==> config.mk <==
export PLATFORM = sky130hd
export DESIGN_NAME = lcg_random_with_shuffle_table
export DESIGN_NICKNAME = d
export VERILOG_FILES = /design/src/hdl/lrs_pkg.sv /design/src/hdl/lrs_datapath.sv /design/src/hdl/lrs_ctrl.sv /design/src/hdl/lcg_random_with_shuffle_table.sv
export VERILOG_INCLUDE_DIRS = /design/src /design/src/hdl
export SDC_FILE = /design/constraint.sdc
export NUM_CORES = 2
export LEC_CHECK = 0
export ABC_CLOCK_PERIOD_IN_PS = 14100
export BUFFER_PORTS_ARGS = -buffer_cell sky130_fd_sc_hd__buf_2
export CAP_MARGIN = 25
export CORE_ASPECT_RATIO = 0.6
export CORE_MARGIN = 3
export CORE_UTILIZATION = 60
export DETAILED_ROUTE_END_ITERATION = 8
export HOLD_SLACK_MARGIN = 0.03
export PLACE_DENSITY = 0.74
export SETUP_SLACK_MARGIN = 0.4
export SLEW_MARGIN = 25
export SYNTH_ARGS = -nofsm -noshare
export SYNTH_HDL_FRONTEND = slang
export SYNTH_SLANG_ARGS = --single-unit
==> constraint.sdc <==
create_clock -name i_clk -period 14.1 [get_ports i_clk]
set_input_delay 1.41 -clock i_clk [delete_from_list [all_inputs] [get_ports i_clk]]
set_output_delay 1.41 -clock i_clk [all_outputs]
set_load 0.03 [all_outputs]
==> src/hdl/lcg_random_with_shuffle_table_defines.svh <==
// Assertion macros shared by the RTL files.
`ifndef LCG_RANDOM_WITH_SHUFFLE_TABLE_DEFINES_SVH
`define LCG_RANDOM_WITH_SHUFFLE_TABLE_DEFINES_SVH

// Implication checked on every clock edge outside reset.
`define LRS_ASSERT_IMPL(label, clk, rst_n, ante, cons, msg) \
    label: assert property (@(posedge clk) disable iff (!rst_n) (ante) |-> (cons)) \
        else $error(msg);

// Implication whose consequent is checked in the cycle after the antecedent.
`define LRS_ASSERT_NEXT(label, clk, rst_n, ante, cons, msg) \
    label: assert property (@(posedge clk) disable iff (!rst_n) (ante) |=> (cons)) \
        else $error(msg);

`endif

==> src/hdl/lrs_pkg.sv <==
package lrs_pkg;

    localparam int unsigned TableEntriesDefault = 256;
    localparam logic [15:0] LcgMul = 16'd25173;
    localparam logic [15:0] LcgAdd = 16'd13849;
    localparam logic [15:0] FullRange = 16'hFFFF;

    typedef enum logic [1:0] {
        OP_SEED    = 2'd0,
        OP_RANDOM  = 2'd1,
        OP_SHUFFLE = 2'd2,
        OP_QUICK   = 2'd3
    } t_op;

    typedef enum logic [3:0] {
        ST_IDLE,
        ST_DRAW_MUL,
        ST_DRAW_DIV,
        ST_DRAW_DONE,
        ST_CLEAR,
        ST_FILL,
        ST_SH_MUL,
        ST_SH_DIV,
        ST_SH_RD,
        ST_SH_WR_I,
        ST_SH_WR_J,
        ST_QUICK_RD,
        ST_QUICK_OUT
    } t_state;

    typedef struct packed {
        logic seed_load;
        logic max_load;
        logic lcg_step;
        logic div_start;
        logic out_random;
        logic out_zero;
        logic out_table;
        logic clr_step;
        logic fill_step;
        logic fill_init;
        logic sh_load_i;
        logic sh_rd;
        logic sh_wr_i;
        logic sh_wr_j;
        logic sh_dec;
        logic q_rd;
        logic q_adv;
        logic ptr_clear;
    } t_cmd;

    typedef struct packed {
        logic div_done;
        logic clr_last;
        logic fill_last;
        logic sh_last;
    } t_status;

endpackage

==> src/hdl/lrs_datapath.sv <==
module lrs_datapath #(
    parameter int unsigned TABLE_ENTRIES = 256
) (
    input  logic           i_clk,
    input  logic           i_rst_n,
    input  logic [15:0]    i_seed_value,
    input  logic [15:0]    i_max,
    input  lrs_pkg::t_cmd  i_cmd,
    output lrs_pkg::t_status o_status,
    output logic [15:0]    o_value
);
    import lrs_pkg::*;
    `include "lcg_random_with_shuffle_table_defines.svh"

    localparam int unsigned AW = (TABLE_ENTRIES > 1) ? $clog2(TABLE_ENTRIES) : 1;
    localparam logic [AW-1:0] LastIdx = AW'(TABLE_ENTRIES - 1);

    logic [15:0]   r_lcg, n_lcg;
    logic [AW-1:0] r_ptr, w_addr, r_i, r_j;
    logic [7:0]    r_ti, r_tj;
    logic [7:0]    r_mem [TABLE_ENTRIES];
    logic [7:0]    r_rdata;
    logic [15:0]   r_value;
    logic [15:0]   r_max;
    logic [15:0]   r_rem, r_quo_sh;
    logic [16:0]   r_div;
    logic [4:0]    r_cnt;
    logic          r_div_busy;
    logic [16:0]   n_trial;
    logic [16:0]   n_rem_sh;
    logic [15:0]   w_rem_fin;
    logic [7:0]    w_wdata;

    // One product per cycle; the draw rule then reduces it bit by bit.
    assign n_lcg = 16'(r_lcg * LcgMul + LcgAdd);

    always_ff @(posedge i_clk) begin
        if (!i_rst_n) begin
            r_lcg <= 16'd1;
        end else if (i_cmd.seed_load) begin
            r_lcg <= i_seed_value | 16'd1;
        end else if (i_cmd.lcg_step) begin
            r_lcg <= n_lcg;
        end
    end

    always_ff @(posedge i_clk) begin
        if (i_cmd.sh_load_i) begin
            r_max <= 16'(r_i);
        end else if (i_cmd.max_load) begin
            r_max <= i_max;
        end
    end

    assign n_rem_sh  = {r_rem, r_quo_sh[15]};
    assign n_trial   = n_rem_sh - r_div;
    assign w_rem_fin = n_trial[16] ? n_rem_sh[15:0] : n_trial[15:0];

    always_ff @(posedge i_clk) begin
        if (!i_rst_n) begin
            r_div_busy <= 1'b0;
            r_cnt      <= '0;
        end else if (i_cmd.div_start) begin
            r_div_busy <= 1'b1;
            r_cnt      <= 5'd16;
            r_rem      <= '0;
            r_quo_sh   <= r_lcg;
            r_div      <= {1'b0, r_max} + 17'd1;
        end else if (r_div_busy) begin
            r_quo_sh <= {r_quo_sh[14:0], 1'b0};
            r_rem    <= w_rem_fin;
            r_cnt    <= r_cnt - 5'd1;
            if (r_cnt == 5'd1) begin
                r_div_busy <= 1'b0;
            end
        end
    end

    assign o_status.div_done = r_div_busy && (r_cnt == 5'd1);

    always_ff @(posedge i_clk) begin
        if (!i_rst_n) begin
            r_i <= '0;
        end else if (i_cmd.fill_init) begin
            r_i <= LastIdx;
        end else if (i_cmd.clr_step || i_cmd.fill_step) begin
            r_i <= (r_i == LastIdx) ? '0 : r_i + AW'(1);
        end else if (i_cmd.sh_dec) begin
            r_i <= r_i - AW'(1);
        end
    end

    always_ff @(posedge i_clk) begin
        if (o_status.div_done) begin
            r_j <= AW'(({1'b0, w_rem_fin[7:0]} >= 9'(TABLE_ENTRIES)) ? 8'd0 : w_rem_fin[7:0]);
        end
    end

    assign o_status.clr_last  = (r_i == LastIdx);
    assign o_status.fill_last = (r_i == LastIdx);
    assign o_status.sh_last   = (r_i == AW'(1));

    always_comb begin
        w_addr  = r_i;
        w_wdata = '0;
        if (i_cmd.fill_step) begin
            w_wdata = 8'(r_i);
        end else if (i_cmd.sh_wr_i) begin
            w_wdata = r_tj;
        end else if (i_cmd.sh_wr_j) begin
            w_addr  = r_j;
            w_wdata = r_ti;
        end else if (i_cmd.sh_rd) begin
            w_addr = r_j;
        end else if (i_cmd.q_rd) begin
            w_addr = r_ptr;
        end
    end

    always_ff @(posedge i_clk) begin
        if (i_cmd.clr_step || i_cmd.fill_step || i_cmd.sh_wr_i || i_cmd.sh_wr_j) begin
            r_mem[w_addr] <= w_wdata;
        end
        r_rdata <= r_mem[w_addr];
    end

    // Entry i is read in the multiply step, entry j in the read step.
    always_ff @(posedge i_clk) begin
        if (i_cmd.sh_load_i) begin
            r_ti <= r_mem[w_addr];
        end
        if (i_cmd.sh_rd) begin
            r_tj <= r_mem[w_addr];
        end
    end

    always_ff @(posedge i_clk) begin
        if (!i_rst_n || i_cmd.ptr_clear) begin
            r_ptr <= '0;
        end else if (i_cmd.q_adv) begin
            r_ptr <= (r_ptr == LastIdx) ? '0 : r_ptr + AW'(1);
        end
    end

    always_ff @(posedge i_clk) begin
        if (i_cmd.out_zero) begin
            r_value <= '0;
        end else if (i_cmd.out_table) begin
            r_value <= {8'd0, r_rdata};
        end else if (i_cmd.out_random) begin
            if (r_max == 16'd0) begin
                r_value <= '0;
            end else if (r_max == FullRange) begin
                r_value <= r_lcg;
            end else begin
                r_value <= r_rem;
            end
        end
    end

    assign o_value = r_value;

    `LRS_ASSERT_NEXT(a_div_len, i_clk, i_rst_n, i_cmd.div_start, r_div_busy && r_cnt == 5'd16, "divider did not start")
    `LRS_ASSERT_IMPL(a_rem_lt, i_clk, i_rst_n, !r_div_busy && r_cnt == 5'd0 && r_div != 17'd0 && $past(r_div_busy), {1'b0, r_rem} < r_div, "remainder not below divisor")
    `LRS_ASSERT_IMPL(a_lcg_odd_seed, i_clk, i_rst_n, $past(i_cmd.seed_load) && $past(i_rst_n), r_lcg[0], "seeded state is even")
endmodule

==> src/hdl/lrs_ctrl.sv <==
module lrs_ctrl (
    input  logic             i_clk,
    input  logic             i_rst_n,
    input  logic             start,
    input  logic [1:0]       i_op,
    input  lrs_pkg::t_status i_status,
    output lrs_pkg::t_cmd    o_cmd,
    output logic             busy,
    output logic             o_strobe
);
    import lrs_pkg::*;
    `include "lcg_random_with_shuffle_table_defines.svh"

    t_state r_state, n_state;
    logic   r_strobe, n_strobe;
    logic   r_cleared;
    logic   r_div_first;

    always_ff @(posedge i_clk) begin
        if (!i_rst_n) begin
            r_state     <= ST_CLEAR;
            r_strobe    <= 1'b0;
            r_cleared   <= 1'b0;
            r_div_first <= 1'b0;
        end else begin
            r_state     <= n_state;
            r_strobe    <= n_strobe;
            r_div_first <= (r_state == ST_DRAW_MUL) || (r_state == ST_SH_MUL);
            if (r_state == ST_CLEAR && i_status.clr_last) begin
                r_cleared <= 1'b1;
            end
        end
    end

    always_comb begin
        n_state = r_state;
        unique case (r_state)
            ST_IDLE: begin
                if (start) begin
                    unique case (t_op'(i_op))
                        OP_SEED:    n_state = ST_IDLE;
                        OP_RANDOM:  n_state = ST_DRAW_MUL;
                        OP_SHUFFLE: n_state = ST_FILL;
                        OP_QUICK:   n_state = ST_QUICK_RD;
                        default:    n_state = ST_IDLE;
                    endcase
                end
            end
            ST_DRAW_MUL:  n_state = ST_DRAW_DIV;
            ST_DRAW_DIV:  n_state = i_status.div_done ? ST_DRAW_DONE : ST_DRAW_DIV;
            ST_DRAW_DONE: n_state = ST_IDLE;
            ST_CLEAR:     n_state = i_status.clr_last ? ST_IDLE : ST_CLEAR;
            ST_FILL:      n_state = i_status.fill_last ? ST_SH_MUL : ST_FILL;
            ST_SH_MUL:    n_state = ST_SH_DIV;
            ST_SH_DIV:    n_state = i_status.div_done ? ST_SH_RD : ST_SH_DIV;
            ST_SH_RD:     n_state = ST_SH_WR_I;
            ST_SH_WR_I:   n_state = ST_SH_WR_J;
            ST_SH_WR_J:   n_state = i_status.sh_last ? ST_IDLE : ST_SH_MUL;
            ST_QUICK_RD:  n_state = ST_QUICK_OUT;
            ST_QUICK_OUT: n_state = ST_IDLE;
            default:      n_state = ST_IDLE;
        endcase
    end

    always_comb begin
        o_cmd    = '0;
        n_strobe = 1'b0;
        unique case (r_state)
            ST_IDLE: begin
                if (start) begin
                    o_cmd.seed_load = (t_op'(i_op) == OP_SEED);
                    o_cmd.out_zero  = (t_op'(i_op) == OP_SEED);
                    n_strobe        = (t_op'(i_op) == OP_SEED);
                    o_cmd.max_load  = (t_op'(i_op) == OP_RANDOM);
                end
            end
            ST_DRAW_MUL: begin
                o_cmd.lcg_step = 1'b1;
            end
            ST_DRAW_DIV: begin
                o_cmd.div_start = r_div_first;
            end
            ST_DRAW_DONE: begin
                o_cmd.out_random = 1'b1;
                n_strobe         = 1'b1;
            end
            ST_CLEAR: begin
                o_cmd.clr_step = 1'b1;
            end
            ST_FILL: begin
                o_cmd.fill_step = 1'b1;
                o_cmd.fill_init = i_status.fill_last;
            end
            ST_SH_MUL: begin
                o_cmd.sh_load_i = 1'b1;
                o_cmd.lcg_step  = 1'b1;
            end
            ST_SH_DIV: begin
                o_cmd.div_start = r_div_first;
            end
            ST_SH_RD: begin
                o_cmd.sh_rd = 1'b1;
            end
            ST_SH_WR_I: begin
                o_cmd.sh_wr_i = 1'b1;
            end
            ST_SH_WR_J: begin
                o_cmd.sh_wr_j = 1'b1;
                o_cmd.sh_dec  = 1'b1;
                if (i_status.sh_last) begin
                    o_cmd.ptr_clear = 1'b1;
                    o_cmd.out_zero  = 1'b1;
                    n_strobe        = 1'b1;
                end
            end
            ST_QUICK_RD: begin
                o_cmd.q_rd  = 1'b1;
                o_cmd.q_adv = 1'b1;
            end
            ST_QUICK_OUT: begin
                o_cmd.out_table = 1'b1;
                n_strobe        = 1'b1;
            end
            default: begin
            end
        endcase
    end

    assign busy     = (r_state != ST_IDLE);
    assign o_strobe = r_strobe;

    `LRS_ASSERT_NEXT(a_seed_strobe, i_clk, i_rst_n, r_state == ST_IDLE && start && i_op == OP_SEED, o_strobe, "seed gave no result")
    `LRS_ASSERT_IMPL(a_strobe_idle, i_clk, i_rst_n, o_strobe && !$past(r_state == ST_IDLE), r_state == ST_IDLE, "result while still busy")
    `LRS_ASSERT_IMPL(a_clear_first, i_clk, i_rst_n, r_state == ST_FILL, r_cleared, "table used before clearing")
endmodule

==> src/hdl/lcg_random_with_shuffle_table.sv <==
// Seed: result in the cycle after the transfer. Random: one multiply step, then the
// bit-serial remainder unit. Shuffle: a fill pass, then one swap per entry, one table port.
// Quick random: a registered table read, then the output. One item at a time.
// After reset the table is cleared entry by entry with busy high.
// The receiver cannot stall; o_strobe marks each result for one cycle.
module lcg_random_with_shuffle_table #(
    parameter int unsigned TABLE_ENTRIES = lrs_pkg::TableEntriesDefault
) (
    input  logic        i_clk,
    input  logic        i_rst_n,
    input  logic        start,
    output logic        busy,
    input  logic [1:0]  i_op,
    input  logic [15:0] i_seed_value,
    input  logic [15:0] i_max,
    output logic        o_strobe,
    output logic [15:0] o_value
);
    import lrs_pkg::*;

    t_cmd    w_cmd;
    t_status w_status;

    lrs_ctrl u_ctrl (
        .i_clk    (i_clk),
        .i_rst_n  (i_rst_n),
        .start    (start),
        .i_op     (i_op),
        .i_status (w_status),
        .o_cmd    (w_cmd),
        .busy     (busy),
        .o_strobe (o_strobe)
    );

    lrs_datapath #(
        .TABLE_ENTRIES (TABLE_ENTRIES)
    ) u_dp (
        .i_clk        (i_clk),
        .i_rst_n      (i_rst_n),
        .i_seed_value (i_seed_value),
        .i_max        (i_max),
        .i_cmd        (w_cmd),
        .o_status     (w_status),
        .o_value      (o_value)
    );
endmodule

==> flow_summary.yaml <==
yosys:
  muxShareOfSynthArea_pct: 14.3
  yosysUniqueCellTypes: 76
  syn_area_per_cell_um2: 18.6
  yosys_warnings: 0
  yosys-top-cells-area: "edfxtp_1 72%, mux4_2 13%, dfxtp_1 1.7%"
  synth_compound_area_share_pct: 2.93
  synthArstFlopShare_pct: 0
  synth-simple-area-share_pct: 5.14
  synthCells: 4799
  synth_largest_area_cell: "edfxtp_1"
  yosysSeqAreaShare_pct: 73.3
  synth_top_family_by_area: "multiplexers"
  ys_seq_elements: 2205
  synth_xor_area_share_pct: 0.657
  synth_nets: 4950
  synthAdderAreaFrac_pct: 1.83
  synthFlopType: "edfxtp_1"
  yosysTopAreaCellShare_pct: 71.6
  synth_edf_count: 2129
  syn_area_um2: 89300
routing:
  routedWlPerCell_um: 34.7
  wl_mm: 244
  drcViolationCount: 0
  dr_total_vias: 49100
  drt-pass1-iter-count: 9
  drt_iter0_markers: 8618
  ant_nets: 0
  viasPerCell: 6.98
timing:
  rsz0062_at_grt: "no"
  min_period_over_period_pct: 51.6
  worstMarginPinSlew_ns: 1.26
  fin_ws_ns: 6.82
  skew_ns: 0.0284
  finalHoldWorstSlack_ns: 0.481
  hold_violations: 0
  tns_ns: 0
  slew_violations: 0
  relSlewSlack_pct: 15.0
  fmax_ghz: 0.137
  finalSetupViolations: 0
  layout_min_cycle_time_ns: 7.28
grt:
  grt_pass1_wl_mm: 348
  grt_pass1_vias: 47100
  grt.overflow.total: 0
  grt_antenna_before_repair: 21
  grt_start_max_net_pins: 193
  grt_use_total_pct: 31.8
clocking:
  cts_hold_buf: 0
  clkLatencyLatePin_ns: 0.81
  clkSlewWorstSetupHoldPaths_ns: 0.07
  clk_path_buf_depth: 3
  cts_root_buf: "clkbuf_16"
  numCtsBuffers: 183
  post_cts_resized: 0
  cts_tree: "built"
  htreeDepth: 4
  cts_setup_buffers: 0
  cts.sinks: 2205
worst_setup_path:
  reg2reg_slack_ns: 6.82
  crit_arrival_ns: 7.79
  rr_worst_depth: 14
  path_cells: "inv_1, ha_1, buf_4, inv_1, nor2_2, a2bb2oi_4, buf_4, buf_4, mux4_2, nand2_1, a21oi_1, o21ai_0, o311ai_0, or3_1"
  slowest_delay_ns: 0.99
  cpMaxStageDelayCell: "o21ai_0"
  r2r_end: "u_dp.r_tj[5]$_DFFE_PP_"
  critical_path_class: "reg2reg"
  critPathMaxFanout: 39
  end_kind: "register"
  r2r-start: "u_ctrl.r_state[2]$_SDFFE_PN1P_"
  crit_top_cell: "buf_4"
  cp-endpoint: "u_dp.r_tj[5]$_DFFE_PP_"
  crit_start: "u_ctrl.r_state[2]$_SDFFE_PN1P_"
  worstPathRequired_ns: 14.62
  worst_setup_path_start_kind: "register"
floorplan:
  dieArea_um2: 154000
  row_count: 108
  core_um2: 146000
  start_util_pct: 61.1
  die_h_um: 305
  die_w_um: 504
  ios: 55
pwr:
  leakage_nw: 31.7
  ir_drop_uv: 153
  powerDensity_nw_per_um2: 188
placed_design:
  portBuffers: 53
  dp_hpwl_mm: 153
  gp_congestion: 0.968
  dpl_worst_slack_ns: 7.07
final_layout:
  utilization_pct: 67.1
  nets: 5042
  area_delta_synth_final_pct: 9.80
  layout-drive-gt1-share_pct: 20.3
min_path:
  hp-class: "reg2reg"
job:
  drv_cap: 0
status:
  status: "complete, no violations"
metrics by stage:
stage	instances	total power [W]	cell area, um^2
global route	7023	0.0189	98000
global placement	6682	0.0132	92000
floorplan	4799	0.0114	89300
CTS	7021	0.0183	98000
detailed placement	6685	0.0133	92100
finish	7028	0.0185	98000
cells in the mapped netlist (10+ instances only):
library cell	count
buf_4	33
xor2_1	18
nor3_1	49
a22oi_1	68
buf_1	31
xnor2_1	49
and3_1	30
nor2_1	380
nor2b_1	16
a31oi_1	16
a211oi_1	12
mux2i_1	98
o21a_1	10
mux4_2	512
buf_6	12
dfxtp_1	76
clkbuf_1	119
inv_1	84
nand2_1	319
o21ai_0	51
fa_1	28
ha_1	86
nand4_1	24
and2_1	16
o22ai_1	28
edfxtp_1	2129
nand3_1	177
buf_2	70
mux2_2	20
a21oi_1	70
a221oi_1	27
layout by cell type (no fill, tap or decap), drive strengths merged, types with 10 or more instances in the layout:
| cell type | Yosys | layout |
|---|---|---|
| and3 | 30 | 30 |
| buf | 147 | 173 |
| fa | 28 | 28 |
| a31oi | 16 | 16 |
| clkbuf | 119 | 231 |
| nand3 | 177 | 177 |
| nor3 | 49 | 49 |
| clkinvlp | 0 | 10 |
| mux4 | 512 | 512 |
| xnor2 | 49 | 49 |
| mux2 | 23 | 23 |
| inv | 84 | 94 |
| nand4 | 24 | 24 |
| edfxtp | 2129 | 2129 |
| a22oi | 68 | 68 |
| bufinv | 0 | 17 |
| o22ai | 28 | 28 |
| nand2 | 320 | 320 |
| mux2i | 98 | 98 |
| nor2 | 381 | 381 |
| xor2 | 18 | 18 |
| dfxtp | 76 | 76 |
| ha | 86 | 86 |
| clkinv | 1 | 69 |
| a221oi | 28 | 28 |
| o21a | 10 | 10 |
| and2 | 17 | 17 |
| a21oi | 70 | 70 |
| a211oi | 12 | 12 |
| o21ai | 54 | 54 |
| nor2b | 16 | 16 |
how the worst min path moves through the flow:
stage	end	slack, ns	cells after the start	startpoint
2_1_floorplan	u_dp.o_value[0]$_SDFFE_PP0P_	0.45	2	u_dp.r_rdata[0]$_DFF_P_
3_3_place_gp	u_dp.o_value[15]$_SDFFE_PP0P_	0.46	2	u_dp.o_value[15]$_SDFFE_PP0P_
3_5_place_dp	u_dp.o_value[11]$_SDFFE_PP0P_	0.47	2	u_dp.o_value[11]$_SDFFE_PP0P_
4_1_cts	u_dp.o_value[11]$_SDFFE_PP0P_	0.48	2	u_dp.o_value[11]$_SDFFE_PP0P_
5_1_grt	u_dp.o_value[11]$_SDFFE_PP0P_	0.52	2	u_dp.o_value[11]$_SDFFE_PP0P_
6_report	u_dp.o_value[11]$_SDFFE_PP0P_	0.48	2	u_dp.o_value[11]$_SDFFE_PP0P_
worst max-delay path: cells and delay by family (launching register included):
kind,cells,cell delay (ns)
fa+ha+maj,1,0.15
mux,1,0.60
flops,1,0.35
simple gates,3,1.43
buf+inv,5,2.11
compound gates,4,2.22
sequential cells by signal, summed over array words and instances (netlist names), 16 cells and up:
register	count
u_dp.r_div	17
u_dp.r_rem	16
u_dp.r_mem	2048
u_dp.r_lcg	16
u_dp.r_max	16
u_dp.o_value	16
u_dp.r_quo_sh	16
area by class of cell:
type / instances / area [um^2]
Multi-Input combinational cell: 2243 / 22500
Clock buffer: 231 / 4890
Fill cell: 9300 / 48200
Sequential cell: 2205 / 65500
Tap cell: 1980 / 2480
Timing Repair Buffer: 173 / 1330
Clock inverter: 105 / 1010
Antenna cell: 6 / 15.0
Inverter: 85 / 319
where the power goes:
group          switching, W  internal [W]
Combinational       0.00368       0.00176
Sequential         0.000119       0.00779
Clock               0.00234       0.00278
Total               0.00615        0.0123
routing by layer:
metal	vias up	part of all wire (%)	GRT usage [%]	wire length, um
met3	548	18	14.9	44500
met1	25200	38	48.2	92700
li1	19500	-	-	-
met2	3882	40	40.8	98000
met4	14	3.5	10.1	8500
met5	-	0.058	0.247	141
logic make-up after synthesis:
group | count (synthesis)
compound gates | 375
mux | 633
fa+ha+maj | 114
simple gates | 1054
xor+xnor | 67
flops | 2205
buf+inv | 351
(Power assumes the default switching activity.)
